**config.mk**
```make
export PLATFORM = sky130hd
export DESIGN_NAME = rgb_to_hsv_pixel_unit
export DESIGN_NICKNAME = d
export VERILOG_FILES = /design/src/rtl/rgbhsv_pkg.sv /design/src/rtl/rgbhsv_front.sv /design/src/rtl/rgbhsv_queue.sv /design/src/rtl/rgbhsv_back.sv /design/src/rtl/rgb_to_hsv_pixel_unit.sv
export SDC_FILE = /design/constraint.sdc
export NUM_CORES = 1
export LEC_CHECK = 0
export BUFFER_PORTS_ARGS = -buffer_cell sky130_fd_sc_hd__buf_2
export CAP_MARGIN = 20
export CORE_MARGIN = 10
export CORE_UTILIZATION = 50
export DETAILED_ROUTE_END_ITERATION = 8
export PLACE_DENSITY = 0.66
export SLEW_MARGIN = 0
export SYNTH_ARGS = -nofsm -noshare
export SYNTH_HDL_FRONTEND = slang
export SYNTH_SLANG_ARGS = --single-unit
```
**constraint.sdc**
```tcl
create_clock -name clock -period 7.5 [get_ports clock]
set_input_delay 0.75 -clock clock [delete_from_list [all_inputs] [get_ports clock]]
set_output_delay 0.75 -clock clock [all_outputs]
set_load 0.005 [all_outputs]
```
**src/rtl/rgbhsv_pkg.sv**
```systemverilog
// ============================================================================
// rgbhsv_pkg: shared types and constants of the RGB to HSV pixel unit
// Holds the class word that travels from the front to the back, the queue
// sizes and the hue sector offsets.
// ============================================================================
package rgbhsv_pkg;

   // Hue sector chosen by the largest component; gray when max equals min.
   typedef enum logic [1:0] {
      SECTOR_GRAY,
      SECTOR_RED,
      SECTOR_GREEN,
      SECTOR_BLUE
   } sector_type;

   // Classified pixel handed from the front to the back.
   typedef struct packed {
      sector_type        sector;
      logic signed [8:0] diff;     // component difference for the sector
      logic [7:0]        delta;    // max - min
      logic [7:0]        maxval;   // largest component
   } class_type;

   // Middle queue between front and back.
   localparam int Q_DEPTH = 4;
   localparam int Q_PTR_W = $clog2(Q_DEPTH);
   localparam int Q_CNT_W = $clog2(Q_DEPTH + 1);
   typedef logic [Q_PTR_W-1:0] q_ptr_type;
   typedef logic [Q_CNT_W-1:0] q_cnt_type;
   localparam q_cnt_type Q_FULL_CNT = q_cnt_type'(Q_DEPTH);

   // Output queue; deeper than the divider pipeline so that full rate holds.
   localparam int OUT_DEPTH = 16;
   localparam int OUT_PTR_W = $clog2(OUT_DEPTH);
   localparam int OUT_CNT_W = $clog2(OUT_DEPTH + 1);
   typedef logic [OUT_PTR_W-1:0] out_ptr_type;
   typedef logic [OUT_CNT_W-1:0] out_cnt_type;
   localparam out_cnt_type OUT_FULL_CNT = out_cnt_type'(OUT_DEPTH);

   // Restoring divider: one quotient bit per pipeline stage.
   localparam int DIV_STEPS = 8;
   localparam int QIDX_W    = $clog2(DIV_STEPS);
   localparam int REM_W     = 17;
   localparam int DEN_W     = 9;
   typedef logic [QIDX_W-1:0] qidx_type;
   typedef logic [REM_W-1:0]  rem_type;
   typedef logic [DEN_W-1:0]  den_type;

   // Hue offsets after the quotient has been biased by +60 degrees.
   localparam logic [8:0] HUE_BASE_RED   = 9'd300;
   localparam logic [8:0] HUE_BASE_GREEN = 9'd60;
   localparam logic [8:0] HUE_BASE_BLUE  = 9'd180;
   localparam logic [8:0] HUE_WRAP       = 9'd360;

endpackage

```
**src/rtl/rgbhsv_front.sv**
```systemverilog
// ============================================================================
// rgbhsv_front: pixel intake and sector classification
// Finds max, min and delta of the three components, picks the hue sector
// and registers the class word for the middle queue.
// ============================================================================
module rgbhsv_front (
   input  logic                  clock,
   input  logic                  reset,
   input  logic                  req_push,
   input  logic [23:0]           req_pixel_rgb,
   output logic                  req_full,
   input  logic                  q_full,
   output logic                  q_push,
   output rgbhsv_pkg::class_type q_data
);

   logic                  vld_ff, vld_in;
   rgbhsv_pkg::class_type cls_ff, cls_in;
   logic                  accept;
   logic [7:0]            red, green, blue, mn;

   assign red   = req_pixel_rgb[23:16];
   assign green = req_pixel_rgb[15:8];
   assign blue  = req_pixel_rgb[7:0];

   // The stage frees up in the same cycle that it moves into the queue.
   assign req_full = vld_ff && q_full;
   assign accept   = req_push && !req_full;
   assign q_push   = vld_ff && !q_full;
   assign q_data   = cls_ff;

   always_comb begin
      cls_in = '0;
      if (red >= green && red >= blue) begin
         cls_in.maxval = red;
         cls_in.sector = rgbhsv_pkg::SECTOR_RED;
         cls_in.diff   = $signed({1'b0, green}) - $signed({1'b0, blue});
      end else if (green >= blue) begin
         cls_in.maxval = green;
         cls_in.sector = rgbhsv_pkg::SECTOR_GREEN;
         cls_in.diff   = $signed({1'b0, blue}) - $signed({1'b0, red});
      end else begin
         cls_in.maxval = blue;
         cls_in.sector = rgbhsv_pkg::SECTOR_BLUE;
         cls_in.diff   = $signed({1'b0, red}) - $signed({1'b0, green});
      end
      mn = (red < green) ? red : green;
      mn = (mn < blue) ? mn : blue;
      cls_in.delta = cls_in.maxval - mn;
      if (cls_in.delta == 8'd0) begin
         cls_in.sector = rgbhsv_pkg::SECTOR_GRAY;
      end
   end

   assign vld_in = accept || (vld_ff && q_full);

   always_ff @(posedge clock) begin
      if (reset) begin
         vld_ff <= 1'b0;
      end else begin
         vld_ff <= vld_in;
      end
   end

   always_ff @(posedge clock) begin
      if (accept) begin
         cls_ff <= cls_in;
      end
   end

endmodule

```
**src/rtl/rgbhsv_queue.sv**
```systemverilog
// ============================================================================
// rgbhsv_queue: short queue of class words between front and back
// A small register queue that lets the front and the back stall on their own.
// ============================================================================
module rgbhsv_queue (
   input  logic                  clock,
   input  logic                  reset,
   input  logic                  push,
   input  rgbhsv_pkg::class_type push_data,
   output logic                  full,
   input  logic                  pop,
   output rgbhsv_pkg::class_type pop_data,
   output logic                  empty
);

   rgbhsv_pkg::class_type  mem_ff [0:rgbhsv_pkg::Q_DEPTH-1];
   rgbhsv_pkg::q_ptr_type  wr_ptr_ff, wr_ptr_in;
   rgbhsv_pkg::q_ptr_type  rd_ptr_ff, rd_ptr_in;
   rgbhsv_pkg::q_cnt_type  cnt_ff, cnt_in;
   logic                   do_push, do_pop;

   assign full     = (cnt_ff == rgbhsv_pkg::Q_FULL_CNT);
   assign empty    = (cnt_ff == '0);
   assign do_push  = push && !full;
   assign do_pop   = pop && !empty;
   assign pop_data = mem_ff[rd_ptr_ff];

   always_comb begin
      wr_ptr_in = wr_ptr_ff;
      rd_ptr_in = rd_ptr_ff;
      cnt_in    = cnt_ff;
      if (do_push) begin
         wr_ptr_in = wr_ptr_ff + rgbhsv_pkg::q_ptr_type'(1);
         cnt_in    = cnt_in + rgbhsv_pkg::q_cnt_type'(1);
      end
      if (do_pop) begin
         rd_ptr_in = rd_ptr_ff + rgbhsv_pkg::q_ptr_type'(1);
         cnt_in    = cnt_in - rgbhsv_pkg::q_cnt_type'(1);
      end
   end

   always_ff @(posedge clock) begin
      if (reset) begin
         wr_ptr_ff <= '0;
         rd_ptr_ff <= '0;
         cnt_ff    <= '0;
      end else begin
         wr_ptr_ff <= wr_ptr_in;
         rd_ptr_ff <= rd_ptr_in;
         cnt_ff    <= cnt_in;
      end
   end

   always_ff @(posedge clock) begin
      if (do_push) begin
         mem_ff[wr_ptr_ff] <= push_data;
      end
   end

endmodule

```
**src/rtl/rgbhsv_back.sv**
```systemverilog
// ============================================================================
// rgbhsv_back: hue and saturation dividers with output queue
// Two restoring dividers run side by side, one quotient bit per stage, and
// finished words land in an output queue whose room is reserved at issue.
// ============================================================================
module rgbhsv_back (
   input  logic                  clock,
   input  logic                  reset,
   input  logic                  q_empty,
   input  rgbhsv_pkg::class_type q_data,
   output logic                  q_pop,
   input  logic                  rsp_pop,
   output logic                  rsp_empty,
   output logic [8:0]            rsp_hue_degrees,
   output logic [7:0]            rsp_saturation,
   output logic [7:0]            rsp_brightness
);

   typedef struct packed {
      rgbhsv_pkg::sector_type sector;
      logic [7:0]             maxval;
      rgbhsv_pkg::rem_type    hue_rem;
      rgbhsv_pkg::rem_type    sat_rem;
      rgbhsv_pkg::den_type    hue_den;
      rgbhsv_pkg::den_type    sat_den;
      logic [7:0]             hue_quo;
      logic [7:0]             sat_quo;
   } div_type;

   typedef struct packed {
      logic [8:0] hue;
      logic [7:0] sat;
      logic [7:0] bright;
   } rsp_type;

   // One restoring step: try the divisor shifted to the current quotient bit.
   function automatic div_type div_step(input div_type s, input rgbhsv_pkg::qidx_type sh);
      div_type             t;
      rgbhsv_pkg::rem_type hd;
      rgbhsv_pkg::rem_type sd;
      t  = s;
      hd = rgbhsv_pkg::rem_type'(s.hue_den) << sh;
      sd = rgbhsv_pkg::rem_type'(s.sat_den) << sh;
      if (s.hue_rem >= hd) begin
         t.hue_rem     = s.hue_rem - hd;
         t.hue_quo[sh] = 1'b1;
      end
      if (s.sat_rem >= sd) begin
         t.sat_rem     = s.sat_rem - sd;
         t.sat_quo[sh] = 1'b1;
      end
      return t;
   endfunction

   div_type                 stg_ff [0:rgbhsv_pkg::DIV_STEPS];
   div_type                 stg_in [0:rgbhsv_pkg::DIV_STEPS];
   logic [rgbhsv_pkg::DIV_STEPS:0] vld_ff, vld_in;
   logic signed [17:0]      hue_num;
   div_type                 head;

   rsp_type                 mem_ff [0:rgbhsv_pkg::OUT_DEPTH-1];
   rsp_type                 done;
   rgbhsv_pkg::out_ptr_type wr_ptr_ff, wr_ptr_in;
   rgbhsv_pkg::out_ptr_type rd_ptr_ff, rd_ptr_in;
   rgbhsv_pkg::out_cnt_type cnt_ff, cnt_in;
   rgbhsv_pkg::out_cnt_type rsv_ff, rsv_in;
   logic                    issue, push_out, pop_out;
   logic [8:0]              hue_sum;
   div_type                 last;

   // A word is only issued when a place in the output queue is held for it.
   assign issue = !q_empty && (rsv_ff < rgbhsv_pkg::OUT_FULL_CNT);
   assign q_pop = issue;

   // Hue numerator is biased by +60 degrees so it is never negative:
   // 120*diff + 121*delta over 2*delta.
   always_comb begin
      head        = '0;
      hue_num     = 18'(q_data.diff) * 18'sd120 + $signed({10'd0, q_data.delta}) * 18'sd121;
      head.sector = q_data.sector;
      head.maxval = q_data.maxval;
      head.hue_rem = hue_num[rgbhsv_pkg::REM_W-1:0];
      head.hue_den = {q_data.delta, 1'b0};
      head.sat_rem = rgbhsv_pkg::rem_type'(q_data.delta) * rgbhsv_pkg::rem_type'(510)
                     + rgbhsv_pkg::rem_type'(q_data.maxval);
      head.sat_den = {q_data.maxval, 1'b0};
   end

   assign stg_in[0] = head;
   assign vld_in[0] = issue;

   for (genvar k = 0; k < rgbhsv_pkg::DIV_STEPS; k++) begin : g_div
      assign stg_in[k+1] = div_step(stg_ff[k],
                                    rgbhsv_pkg::qidx_type'(rgbhsv_pkg::DIV_STEPS - 1 - k));
      assign vld_in[k+1] = vld_ff[k];
   end

   always_ff @(posedge clock) begin
      if (reset) begin
         vld_ff <= '0;
      end else begin
         vld_ff <= vld_in;
      end
   end

   always_ff @(posedge clock) begin
      stg_ff <= stg_in;
   end

   // Undo the bias, add the sector offset and wrap into 0..359.
   assign last = stg_ff[rgbhsv_pkg::DIV_STEPS];

   always_comb begin
      hue_sum = '0;
      unique case (last.sector)
         rgbhsv_pkg::SECTOR_RED: begin
            hue_sum = {1'b0, last.hue_quo} + rgbhsv_pkg::HUE_BASE_RED;
            if (hue_sum >= rgbhsv_pkg::HUE_WRAP) begin
               hue_sum = hue_sum - rgbhsv_pkg::HUE_WRAP;
            end
         end
         rgbhsv_pkg::SECTOR_GREEN: hue_sum = {1'b0, last.hue_quo} + rgbhsv_pkg::HUE_BASE_GREEN;
         rgbhsv_pkg::SECTOR_BLUE:  hue_sum = {1'b0, last.hue_quo} + rgbhsv_pkg::HUE_BASE_BLUE;
         default:                  hue_sum = '0;
      endcase
      done.hue    = hue_sum;
      done.sat    = (last.maxval == 8'd0) ? 8'd0 : last.sat_quo;
      done.bright = last.maxval;
   end

   assign push_out  = vld_ff[rgbhsv_pkg::DIV_STEPS];
   assign rsp_empty = (cnt_ff == '0);
   assign pop_out   = rsp_pop && !rsp_empty;

   assign rsp_hue_degrees = mem_ff[rd_ptr_ff].hue;
   assign rsp_saturation  = mem_ff[rd_ptr_ff].sat;
   assign rsp_brightness  = mem_ff[rd_ptr_ff].bright;

   always_comb begin
      wr_ptr_in = wr_ptr_ff;
      rd_ptr_in = rd_ptr_ff;
      cnt_in    = cnt_ff;
      rsv_in    = rsv_ff;
      if (push_out) begin
         wr_ptr_in = wr_ptr_ff + rgbhsv_pkg::out_ptr_type'(1);
         cnt_in    = cnt_in + rgbhsv_pkg::out_cnt_type'(1);
      end
      if (issue) begin
         rsv_in = rsv_in + rgbhsv_pkg::out_cnt_type'(1);
      end
      if (pop_out) begin
         rd_ptr_in = rd_ptr_ff + rgbhsv_pkg::out_ptr_type'(1);
         cnt_in    = cnt_in - rgbhsv_pkg::out_cnt_type'(1);
         rsv_in    = rsv_in - rgbhsv_pkg::out_cnt_type'(1);
      end
   end

   always_ff @(posedge clock) begin
      if (reset) begin
         wr_ptr_ff <= '0;
         rd_ptr_ff <= '0;
         cnt_ff    <= '0;
         rsv_ff    <= '0;
      end else begin
         wr_ptr_ff <= wr_ptr_in;
         rd_ptr_ff <= rd_ptr_in;
         cnt_ff    <= cnt_in;
         rsv_ff    <= rsv_in;
      end
   end

   always_ff @(posedge clock) begin
      if (push_out) begin
         mem_ff[wr_ptr_ff] <= done;
      end
   end

endmodule

```
**src/rtl/rgb_to_hsv_pixel_unit.sv**
```systemverilog
// ============================================================================
// rgb_to_hsv_pixel_unit: RGB to HSV stream, one pixel per clock unless stalled
// Converts packed 24-bit RGB words to hue in degrees, saturation and value.
// ============================================================================
// Usage. Both sides look like a queue. A word is written when req_push is
// high and req_full is low; req_pixel_rgb carries red in bits 23..16, green
// in 15..8 and blue in 7..0. A result word is waiting while rsp_empty is low
// and is taken at an edge where rsp_pop is high.
// A result passes the front register, the middle queue and the eight-stage
// divider pipeline (one quotient bit per stage for both hue and saturation)
// before it is written into the output queue and rsp_empty goes low.
// Throughput is one word per clock: the front takes a new pixel in every
// cycle while the dividers work, and results pile up in a 16-word output
// queue. A word enters the dividers only when its place in that queue is
// reserved, so a stalled receiver first fills the output queue, then the
// four-word middle queue and the front register, and only then raises
// req_full. Nothing is lost or dropped under backpressure.
// Synchronous reset empties every queue and the pipeline; nothing needs
// clearing beyond that, and the block takes words on the first cycle after.
// ============================================================================
module rgb_to_hsv_pixel_unit (
   input  logic        clock,
   input  logic        reset,
   input  logic        req_push,
   input  logic [23:0] req_pixel_rgb,
   output logic        req_full,
   input  logic        rsp_pop,
   output logic        rsp_empty,
   output logic [8:0]  rsp_hue_degrees,
   output logic [7:0]  rsp_saturation,
   output logic [7:0]  rsp_brightness
);

   // Class words between the front and the middle queue.
   rgbhsv_pkg::class_type front_data;
   logic                  front_push;
   logic                  mid_full;

   // Class words between the middle queue and the dividers.
   rgbhsv_pkg::class_type mid_data;
   logic                  mid_empty;
   logic                  mid_pop;

   // The front finds the largest and smallest components, picks the hue sector and the delta.
   rgbhsv_front u_front (
      .clock         (clock),
      .reset         (reset),
      .req_push      (req_push),
      .req_pixel_rgb (req_pixel_rgb),
      .req_full      (req_full),
      .q_full        (mid_full),
      .q_push        (front_push),
      .q_data        (front_data)
   );

   rgbhsv_queue u_mid_queue (
      .clock     (clock),
      .reset     (reset),
      .push      (front_push),
      .push_data (front_data),
      .full      (mid_full),
      .pop       (mid_pop),
      .pop_data  (mid_data),
      .empty     (mid_empty)
   );

   // The back runs both divisions and holds the finished words.
   rgbhsv_back u_back (
      .clock           (clock),
      .reset           (reset),
      .q_empty         (mid_empty),
      .q_data          (mid_data),
      .q_pop           (mid_pop),
      .rsp_pop         (rsp_pop),
      .rsp_empty       (rsp_empty),
      .rsp_hue_degrees (rsp_hue_degrees),
      .rsp_saturation  (rsp_saturation),
      .rsp_brightness  (rsp_brightness)
   );

   // Saturation is zero only for gray pixels, and those have hue zero.
   a_gray_hue: assert property (@(posedge clock) disable iff (reset)
      (!rsp_empty && rsp_saturation == 8'd0) |-> (rsp_hue_degrees == 9'd0))
      else $error("nonzero hue on a gray result word");

   // The sector offset and wrap keep hue inside one turn.
   a_hue_range: assert property (@(posedge clock) disable iff (reset)
      !rsp_empty |-> (rsp_hue_degrees < 9'd360))
      else $error("hue out of range");

   // A black pixel has no chroma, so its saturation must be forced to zero.
   a_black_sat: assert property (@(posedge clock) disable iff (reset)
      (!rsp_empty && rsp_brightness == 8'd0) |-> (rsp_saturation == 8'd0))
      else $error("nonzero saturation on a black result word");

   // Right after reset, no result word may be waiting in the output queue.
   a_no_phantom: assert property (@(posedge clock)
      (!reset && $past(reset)) |-> rsp_empty)
      else $error("result word present right after reset");

endmodule
```
# [After elaboration in Yosys (flattened, before gate mapping)]
# Memories as Yosys holds them, arrays and structs flattened. A register that Yosys moved wholly into a read port is not among the register bits.
# Cells that the tools add are included.
[classes] reduce_logical=18 n_mux=39 eq_ne=4 add_sub_neg=34 shifts=0 magnitude_cmp=23 bitwise=0 div_mod_pow=0 n_mul=3
[op_table] operator="$mux W17" n=14
[op_table] operator="$mux W8" n=5
[op_table] operator="$ge A17 B10 Y1" n=2
[op_table] operator="$ge A17 B11 Y1" n=2
[op_table] operator="$ge A17 B12 Y1" n=2
[op_table] operator="$ge A17 B13 Y1" n=2
[op_table] operator="$ge A17 B14 Y1" n=2
[op_table] operator="$ge A17 B15 Y1" n=2
[op_table] operator="$ge A17 B16 Y1" n=2
[op_table] operator="$ge A17 B9 Y1" n=2
[op_table] operator="$sub A17 B10 Y17" n=2
[op_table] operator="$sub A17 B11 Y17" n=2
[op_table] operator="$sub A17 B12 Y17" n=2
[op_table] operator="$sub A17 B13 Y17" n=2
[op_table] operator="$sub A17 B14 Y17" n=2
[op_table] operator="$sub A17 B15 Y17" n=2
[op_table] operator="$sub A17 B16 Y17" n=2
[op_table] operator="$pmux W9 S3" n=1
[op_table] operator="$sub A8 B8 Y9" n=3
[op_table] operator="$ge A8 B8 Y1" n=3
[op_table] operator="$mux W10" n=2
[op_table] operator="$mux W5" n=4
[op_table] operator="$add A17 B17 Y17" n=1
[op_table] operator="$add A17 B8 Y17" n=1
[op_table] operator="other kinds (32)" n=57
[word_totals] ram_bits=508 wordCells=209 output_inout_bits=27 latchBits=0 in_bits=28 regBits=560 rom_bits=0 n_memories=2
[mem_list] name="u_back.mem_ff" depth=16 width=25 read_ports=1 rd_ports_with_merged_regs=1 wr=1 line_no="rgbhsv_back.sv:61" rtl="rsp_type mem_ff [0:rgbhsv_pkg::OUT_DEPTH-1];"
[mem_list] name="u_mid_queue.mem_ff" depth=4 width=27 read_ports=1 rd_ports_with_merged_regs=1 wr=1 line_no="rgbhsv_queue.sv:16" rtl="rgbhsv_pkg::class_type mem_ff [0:rgbhsv_pkg::Q_DEPTH-1];"

# [Logic depth before layout (Yosys ltp)]
# Gate-level depths: netlist of run 1.
[logic_depth] ltp_word=7 ltp_mapped=29 ltp_nobuf=28

# [By module]
# A second synthesis of run 1 with hierarchy kept.
[unflattened] cells_unflattened=3494 area_unflattened_um2=45856.5
[by_module_without_submodules] mod="rgbhsv_back" instances=1 cells_per_inst=2946 seq_area_each_um2=21981.1 area_per_inst_um2=38420.6
[by_module_without_submodules] mod="rgbhsv_queue" instances=1 cells_per_inst=199 seq_area_each_um2=3423.3 area_per_inst_um2=4405.5
[by_module_without_submodules] mod="rgbhsv_front" instances=1 cells_per_inst=349 seq_area_each_um2=830.8 area_per_inst_um2=3030.4

# [Worst setup path after synthesis of run 1]
# OpenSTA, ideal clock, no wires.
[synth_path] path_type="register to register" from="register with a tool-made name" to="register u_back.stg_ff[691] in the netlist's numbering" synth_period_minus_slack_ns=6.592 required_time_ns=7.379 path_slack_ns=0.908 setup_time_ns=0.121 stages_incl_launch_ff=28 n_path_buf=2 arrival_time_ns=6.472 path_cell_list="dfxtp_1 > buf_2 > buf_1 > mux4_2 > fa_1 > inv_1 > fa_1 > inv_1 > ha_1 > inv_1 > fa_1 > inv_1 > ha_1 > nor2b_1 > o21ai_0 > a21boi_0 > o21ai_0 > a21boi_0 > o21ai_0 > a21boi_0 > nor4_1 > a311o_1 > ha_1 > nand2_1 > o21ai_0 > a41oi_1 > a21oi_1 > xnor2_1"
[synth_lines] item="end signal, assigned" line_no="rgbhsv_back.sv:107" rtl="stg_ff <= stg_in;"
[synth_lines] item="end, declared" line_no="rgbhsv_back.sv:55" rtl="div_type stg_ff [0:rgbhsv_pkg::DIV_STEPS];"

==> flow_summary.toml, run 1 <==
[floorplanning]
die_h_um = 321
start_util_pct = 50.4
core_area_um2 = 90000
fp.dieW_um = 321
io_pins = 55
rows = 110
die-area_um2 = 103000

[synth]
synth_edf_count = 535
yosys.area.top_type_share_pct = 35.4
yosysWarnings = 0
syn_inst = 3452
ys_ff_latch = 1043
synth_area_leader_cell = "edfxtp_1"
synth_area_um2 = 45300
async_flop_share_pct = 0
yosysSeqAreaShare_pct = 57.9
synth_nets = 3836
synth_cell_type_count = 81
postSynthAreaPerCell_um2 = 13.1
synth_area_leaders = "edfxtp_1, dfxtp_1, ha_1, mux4_2, fa_1"
ys.flop_type = "edfxtp_1"

[worst_hold_path]
holdPathStages = 0
holdPathEnd = "u_back.stg_ff[232]$_DFF_P_"
hold_class = "register to register"
worstHoldStart = "u_back.stg_ff[310]$_DFF_P_"

[global_routing]
grt-ovfl-total = 0
antenna_found_initial = 2
grt_max_degree = 93
met1_usage_pct = 21.7
grtUsageTotal_pct = 16.9
grt_pass1_vias = 25400
met2_usage_pct = 29.6
grt-busiest-layer = "met2"
grt_pass1_wl_um = 139000
met3_usage_pct = 2.56

[detailed_routing]
routed_wl_um = 86900
drc = 0
ant_nets = 0
drtIter0Drc = 1584
wire_per_inst_um = 18.0
vias_per_cell = 5.23
route.vias.total = 25300
firstDrtPassIters = 5

[timing]
finalSetupViolations = 0
min_period_ns = 6.76
tns_ns = 0
tightest_slew_ns = 0.991
drv_slew = 0
rsz0062_at_grt = "false"
fin_skew_ns = 0.0593
layout_worst_path_cycle_share_pct = 90.1
relSlewSlack_pct = 33.9
hold_viol_final = 0
clock.fmax_ghz = 0.148

[clocking]
hold_buffers = 0
cts_resized = 0
cts_tree = "yes"
insertion_delay_ns = 0.71
postCtsSetupBuffers = 0
numCtsBuffers = 105
h-tree-depth = 3
path_clk_slew_ns = 0.06
cts_buffer_depth = 3
cts_root_buffer = "clkbuf_16"
clock_sinks = 1043

[finish]
syn_to_final_growth_pct = 11.9
nFillCells = 7301
multiInputGateArea_um2 = 17400
final_common_cell = "edfxtp_1"
layout-drive-gt1-share_pct = 12.7
final-seq-area_um2 = 26200
final_cell_mix = "edfxtp_1, dfxtp_1, inv_1"
nets = 3954
insertedDiodeCount = 0

[setup_path]
reg2regPathDepth = 25
crit_type = "register to register"
reg2reg_slack_ns = 0.74
arrival_ns = 7.31
start_kind = "register"
endpoint_kind = "register"
crit_fanout = 13
r2r-end = "u_back.stg_ff[691]$_DFF_P_"
worstPathRequired_ns = 8.05

[outcome]
status = "completed"

[placement]
gp_congestion = 0.852
dpl.hpwl_um = 58700
io_buffer_count = 54

[run]
cap_violations = 0
==> area by class of cell <==
class                      count  share of cell area (%)
tap                         1176                    2.90
inverter                     370                    2.74
multi-input combinational   1967                    34.4
clock inverter                41                    1.21
sequential                  1043                    51.7
timing repair buffer          83                   0.987
clock buffer                 154                    6.03
==> synthesized netlist by cell type (9+ instances only) <==
cell      instances
nor2b_1          68
nand2_1         143
a21boi_0         36
nand4_1          40
nand3_1          17
nand2b_1         40
ha_1            285
and2_1           36
nor2_1          201
mux2_2           21
o21ai_1          19
o21a_1           15
mux2i_1          28
nand3b_1         11
a31oi_1          10
a211oi_1         16
nor4_1           24
mux4_2          152
buf_2            11
nor3_1           46
dfxtp_1         508
inv_1           369
clkbuf_1         43
xor2_1           86
o21ai_0         121
a21oi_1         155
nor4b_1           9
fa_1             71
edfxtp_1        535
xnor2_1         126
and3_1            9
a21o_1           47
o31ai_1          18
buf_1            18
==> state kept, by name (all words and copies together), names as in the netlist, named ones only <==
register / cells
u_back.vld_ff: 9
u_back.rsv_ff: 5
u_back.mem_ff: 400
u_back.cnt_ff: 5
u_back.wr_ptr_ff: 4
u_back.last: 18
u_back.stg_ff: 441
u_mid_queue.mem_ff: 108
u_front.vld_ff: 1
u_mid_queue.rd_ptr_ff: 2
u_back.rd_ptr_ff: 4
u_back.done: 8
u_mid_queue.wr_ptr_ff: 2
u_front.q_data: 27
u_mid_queue.cnt_ff: 3
==> how the worst max path moves through the flow <==
stage / end / slack, ns
floorplan: u_back.stg_ff[691]$_DFF_P_ / 0.91
global placement: u_back.stg_ff[691]$_DFF_P_ / 0.98
detailed placement: u_back.stg_ff[691]$_DFF_P_ / 0.85
CTS: u_back.stg_ff[691]$_DFF_P_ / 0.72
global route: u_back.stg_ff[691]$_DFF_P_ / 0.21
finish: u_back.stg_ff[691]$_DFF_P_ / 0.74
==> per-stage QoR <==
stage	instance area, µm²	cells	worst slack [ns]	utilization, %	hold WS [ns]
floorplan	45300	3452	0.908	-	0.310
global placement	47000	4634	0.980	52.2	0.310
detailed placement	47000	4634	0.846	52.2	0.312
CTS	50700	4829	0.717	56.3	0.274
global route	50700	4834	0.215	56.3	0.288
finish	50700	4834	0.739	56.3	0.281
==> critical path: stages (launching register included) <==
cell	delay, ns
dfxtp_2	0.61
mux4_2	0.70
fa_1	0.67
inv_1	0.12
fa_1	0.52
inv_1	0.04
ha_1	0.26
inv_1	0.05
fa_1	0.50
inv_1	0.04
ha_1	0.31
nor2b_1	0.14
o21ai_0	0.10
a21boi_0	0.25
o21ai_0	0.15
a21boi_0	0.24
o21ai_0	0.15
a21boi_0	0.32
nor4_1	0.08
a311o_1	0.34
ha_1	0.36
nand2_1	0.07
o21ai_0	0.16
a41oi_1	0.06
a21oi_1	0.21
xnor2_1	0.14
==> kinds of logic (layout without fill, tap and decap cells) <==
kind of cell               count (synthesis)  count (layout)  share of synthesized area, %
DFF                                     1043            1043                          57.9
and+or+nand+nor                          693             693                          7.74
AOI/OAI and AO/OA                        505             505                          6.91
buffers and inverters                    442             648                          3.69
adders and majority gates                356             356                          11.0
xor gates and xnor gates                 212             212                          4.10
muxes                                    201             201                          8.69
==> layer usage <==
metal / wire (µm) / vias to the layer above
li1: - / 12600
met1: 38500 / 12200
met2: 43600 / 395
met3: 3140 / 117
met4: 1710 / 2
met5: 13 / -
Power of run 1 is not shown: default switching activity piles up to over one toggle a cycle in this logic, so the estimate is an artifact.
==> run 2, diff against run 1 <==
--- a/config.mk
+++ b/config.mk
@@ -8,9 +8,9 @@
 export BUFFER_PORTS_ARGS = -buffer_cell sky130_fd_sc_hd__buf_2
 export CAP_MARGIN = 20
 export CORE_MARGIN = 10
-export CORE_UTILIZATION = 50
+export CORE_UTILIZATION = 55
 export DETAILED_ROUTE_END_ITERATION = 8
-export PLACE_DENSITY = 0.66
+export PLACE_DENSITY = 0.71
 export SLEW_MARGIN = 0
 export SYNTH_ARGS = -nofsm -noshare
 export SYNTH_HDL_FRONTEND = slang
==> run 2 against run 1 <==
  * Die area shrank 8.5%
  * Count of clock-buffer cells in the layout shrank 8
  * Design area shrank 0.43%
  * Hold slack gained 0.018 ns
  * Via count grew 2.3%
  * First-iteration DRC count is essentially flat
  * Critical endpoint unchanged
==> flow_summary.toml, run 2 (synthesized netlist as in run 1, its figures left out) <==
[outcome]
status = "completed"

[detailed_routing]
ant_nets = 0
firstDrtPassIters = 7
drc = 0
drtIter0Drc = 1583
wire_per_inst_um = 18.6
route.vias.total = 25900
routed_wl_um = 87800
vias_per_cell = 5.48

[worst_hold_path]
holdPathStages = 0
hold_class = "register to register"
worstHoldStart = "u_back.stg_ff[325]$_DFF_P_"
holdPathEnd = "u_back.stg_ff[247]$_DFF_P_"

[placement]
io_buffer_count = 54
gp_congestion = 0.873
dpl.hpwl_um = 58400

[finish]
nets = 3946
nFillCells = 6088
layout-drive-gt1-share_pct = 12.8
syn_to_final_growth_pct = 11.4
final_common_cell = "edfxtp_1"
top_register = "u_back.stg_ff"
largest_reg_flops = 441
top_regs = "u_back.stg_ff: 441 flops, u_back.mem_ff: 400 flops, u_mid_queue.mem_ff: 108 flops"
final_cell_mix = "edfxtp_1, dfxtp_1, inv_1"
insertedDiodeCount = 0

[clocking]
insertion_delay_ns = 0.68
clock_sinks = 1043
cts_resized = 0
h-tree-depth = 3
hold_buffers = 0
cts_root_buffer = "clkbuf_16"
postCtsSetupBuffers = 0
path_clk_slew_ns = 0.06
cts_tree = "yes"
cts_buffer_depth = 3
numCtsBuffers = 104

[floorplanning]
die_h_um = 307
start_util_pct = 55.4
rows = 105
core_area_um2 = 81800
die-area_um2 = 94300
fp.dieW_um = 307
io_pins = 55

[timing]
rsz0062_at_grt = "false"
layout_worst_path_cycle_share_pct = 87.0
min_period_ns = 6.53
tightest_slew_ns = 1.02
tns_ns = 0
finalSetupViolations = 0
relSlewSlack_pct = 31.8
fin_skew_ns = 0.0558
clock.fmax_ghz = 0.153
hold_viol_final = 0
drv_slew = 0

[setup_path]
endpoint_kind = "register"
crit_type = "register to register"
reg2regPathDepth = 25
reg2reg_slack_ns = 0.97
arrival_ns = 7.04
worstPathRequired_ns = 8.02
r2r-end = "u_back.stg_ff[691]$_DFF_P_"
crit_fanout = 20
start_kind = "register"

[global_routing]
grt_pass1_vias = 26300
grt_pass1_wl_um = 140000
grtUsageTotal_pct = 18.8
grt-ovfl-total = 0
antenna_found_initial = 0
grt_max_degree = 68

[run]
cap_violations = 0
## run 2: cell type report
cell class | instances | area, µm² | share of cell area, %
Sequential cell | 1043 | 26200 | 52.0
Multi-Input combinational cell | 1967 | 17500 | 34.6
Clock buffer | 146 | 3000 | 5.94
Timing Repair Buffer | 76 | 439 | 0.870
Tap cell | 1070 | 1340 | 2.65
Clock inverter | 51 | 637 | 1.26
Inverter | 370 | 1390 | 2.75
## run 2: critical path, cell delays in order, from the launching register on
cell and delay (ns):
dfxtp_1 0.55, buf_4 0.39, mux4_2 0.49, fa_1 0.61, inv_1 0.07, fa_1 0.48, inv_1 0.04, ha_1 0.26
inv_1 0.05, fa_1 0.50, inv_1 0.05, ha_1 0.31, o21ai_0 0.12, a21boi_0 0.23, o21ai_0 0.14, a21boi_0 0.25
o21ai_0 0.14, a21boi_0 0.33, nor4_1 0.08, a311o_1 0.35, ha_1 0.34, nand2_1 0.10, o21ai_0 0.08, a41oi_1 0.18
a21oi_1 0.11, xnor2_1 0.12
## run 2: worst max path at each step
stage / endpoint / depth (start not counted)
2_1_floorplan: u_back.stg_ff[691]$_DFF_P_ / 27
3_3_place_gp: u_back.stg_ff[691]$_DFF_P_ / 25
3_5_place_dp: u_back.stg_ff[691]$_DFF_P_ / 25
4_1_cts: u_back.stg_ff[691]$_DFF_P_ / 25
5_1_grt: u_back.stg_ff[691]$_DFF_P_ / 25
6_report: u_back.stg_ff[691]$_DFF_P_ / 25
## run 2: layer usage
| layer | GRT usage (%) | up-vias | wire length, µm | part of all wire (%) |
|---|---|---|---|---|
| met1 | 23.5 | 12600 | 36600 | 42 |
| met4 | 5.57 | 0 | 2240 | 2.5 |
| met2 | 33.4 | 593 | 44900 | 51 |
| met3 | 2.85 | 139 | 4050 | 4.6 |
| met5 | 0 | - | 0 | 0 |
| li1 | - | 12600 | - | - |
## run 2: stage by stage
| step | hold slack [ns] | util, % | setup slack (ns) | area, µm² | cells |
|---|---|---|---|---|---|
| finish | 0.300 | 61.7 | 0.973 | 50500 | 4723 |
| detailed placement | 0.312 | 57.2 | 1.01 | 46800 | 4522 |
| global placement | 0.310 | 57.2 | 1.18 | 46800 | 4521 |
| global route | 0.306 | 61.7 | 0.444 | 50500 | 4723 |
| CTS | 0.292 | 61.7 | 0.927 | 50500 | 4719 |
| floorplan | 0.310 | - | 0.908 | 45300 | 3452 |
Power of run 2 is left out for the same reason.
==> run 3, diff against run 2 <==
==> constraint.sdc (replaced) <==
create_clock -name clock -period 7.5 [get_ports clock]
set_input_delay 1.5 -clock clock [delete_from_list [all_inputs] [get_ports clock]]
set_output_delay 1.5 -clock clock [all_outputs]
set_load 0.005 [all_outputs]
==> run 3 against run 2 <==
  * Global-route usage is 0.36 points lower
  * First-iteration DRC count up 8.8%
  * Non-clock buffer count rose by 1
  * Hold slack got worse by 0.020 ns
  * Die area stayed put
  * Sequential share of layout area is 0.24 points higher
  * Routed wire length decreased by 1.1%
  * Register-to-register slack gained 0.06 ns
  * Count of clock-buffer cells in the layout decreased by 5
  * Via count is 0.68% lower
  * Final cell count is 0.21% lower
  * Critical path type is now primary input to register
==> flow_summary.toml, run 3 (synthesized netlist as in run 1, its figures left out) <==
[outcome]
status = "completed"

[floorplanning]
fp.dieW_um = 307
die_h_um = 307
io_pins = 55
start_util_pct = 55.4
rows = 105
core_area_um2 = 81800
die-area_um2 = 94300

[global_routing]
grt_pass1_wl_um = 138000
antenna_found_initial = 2
grt_max_degree = 76
grt_pass1_vias = 25900
grt-ovfl-total = 0
grtUsageTotal_pct = 18.4

[setup_path]
reg2reg_slack_ns = 1.03
arrival_ns = 6.91
start_kind = "primary input"
crit_type = "primary input to register"
endpoint_kind = "register"
crit_fanout = 13
worstPathRequired_ns = 7.90

[clocking]
insertion_delay_ns = 0.68
path_clk_slew_ns = 0.06
cts_root_buffer = "clkbuf_16"
cts_buffer_depth = 3
postCtsSetupBuffers = 0
cts_tree = "yes"
cts_resized = 0
numCtsBuffers = 98
clock_sinks = 1043
hold_buffers = 0
h-tree-depth = 3

[finish]
final_common_cell = "edfxtp_1"
layout-drive-gt1-share_pct = 12.3
nets = 3941
nFillCells = 6173
top_register = "u_back.stg_ff"
final_cell_mix = "edfxtp_1, dfxtp_1, inv_1"
insertedDiodeCount = 0
largest_reg_flops = 441
top_regs = "u_back.stg_ff: 441 flops, u_back.mem_ff: 400 flops, u_mid_queue.mem_ff: 108 flops"
syn_to_final_growth_pct = 10.9

[detailed_routing]
wirelength_met1_um = 37100
routed_wl_um = 86800
firstDrtPassIters = 7
route.vias.total = 25700
dr_wl_met2_um = 43600
ant_nets = 0
highest_layer = "met5"
drtIter0Drc = 1723
vias_per_cell = 5.45
wl_met3_um = 3770
drc = 0
wire_per_inst_um = 18.4

[timing]
tns_ns = 0
clock.fmax_ghz = 0.154
drv_slew = 0
layout_worst_path_cycle_share_pct = 86.8
hold_viol_final = 0
relSlewSlack_pct = 25.1
min_period_ns = 6.51
finalSetupViolations = 0
fin_skew_ns = 0.0539
tightest_slew_ns = 1.12
rsz0062_at_grt = "false"

[placement]
dpl.hpwl_um = 57800
gp_congestion = 0.888
io_buffer_count = 54

[run]
cap_violations = 0

[worst_hold_path]
hold_class = "register to register"
[run 3: cell types whose count changed in the layout (fill, tap and decap cells not counted), moves of 3 or more]
cell / before / now
clkbuf_16: 110 / 102
clkinvlp_4: 3 / 8
clkbuf_1: 22 / 27
clkinv_2: 20 / 10
clkbuf_2: 3 / 0
bufinv_16: 10 / 7
inv_4: 5 / 0
[run 3: per-stage QoR]
stage	hold slack (ns)	std cells	setup WS, ns	util, %	area, µm²
after floorplan	0.310	3452	0.908	-	45300
after global placement	0.310	4522	0.411	57.2	46800
after detailed placement	0.312	4523	0.284	57.2	46900
after CTS	0.270	4709	0.986	61.4	50200
after global routing	0.282	4713	0.368	61.4	50300
final	0.279	4713	0.989	61.4	50300
[run 3: critical path, cell delays in order]
cell and delay [ns]:
buf_2 0.13, inv_1 0.06, ha_1 0.35, or3_1 0.38, o21ai_1 0.11, a311oi_2 0.09, or2_1 0.28, a21oi_2 0.45
o21ai_0 0.21, ha_1 0.33, a21o_1 0.18, a21o_1 0.16, a21oi_1 0.21, o21ai_0 0.14, nand2_2 0.23, nor2_1 0.06
a31oi_1 0.16, ha_1 0.19, inv_1 0.06, fa_1 0.40, nand2_1 0.08, nand2_1 0.05, a21oi_1 0.21, o21bai_1 0.09
a21oi_1 0.18, xnor2_1 0.11, nor4_1 0.38, a21oi_1 0.12
[run 3: layout make-up]
cell class                      count  area (µm²)  area share, %
Inverter                          370        1390           2.76
Timing Repair Buffer               77         453          0.901
Multi-Input combinational cell   1967       17500           34.7
Sequential cell                  1043       26200           52.2
Tap cell                         1070        1340           2.66
Clock buffer                      141        2820           5.61
Clock inverter                     45         571           1.14
[run 3: path summary, 6_finish.rpt]
path,end,start,cells past startpoint
max,u_front.q_data[26]$_SDFFCE_PP0P_,req_pixel_rgb[12],28
min,u_back.stg_ff[92]$_DFF_P_,u_back.stg_ff[170]$_DFF_P_,0
min reg2reg,u_back.stg_ff[92]$_DFF_P_,u_back.stg_ff[170]$_DFF_P_,0
max reg2reg,u_back.stg_ff[691]$_DFF_P_,register,25
[run 3: layer usage]
layer / vias up / GRT usage [%]
li1: 12600 / -
met5: - / 0
met1: 12400 / 23.4
met4: 4 / 5.58
met3: 152 / 2.75
met2: 536 / 32.3
Power of run 3 is left out for the same reason.
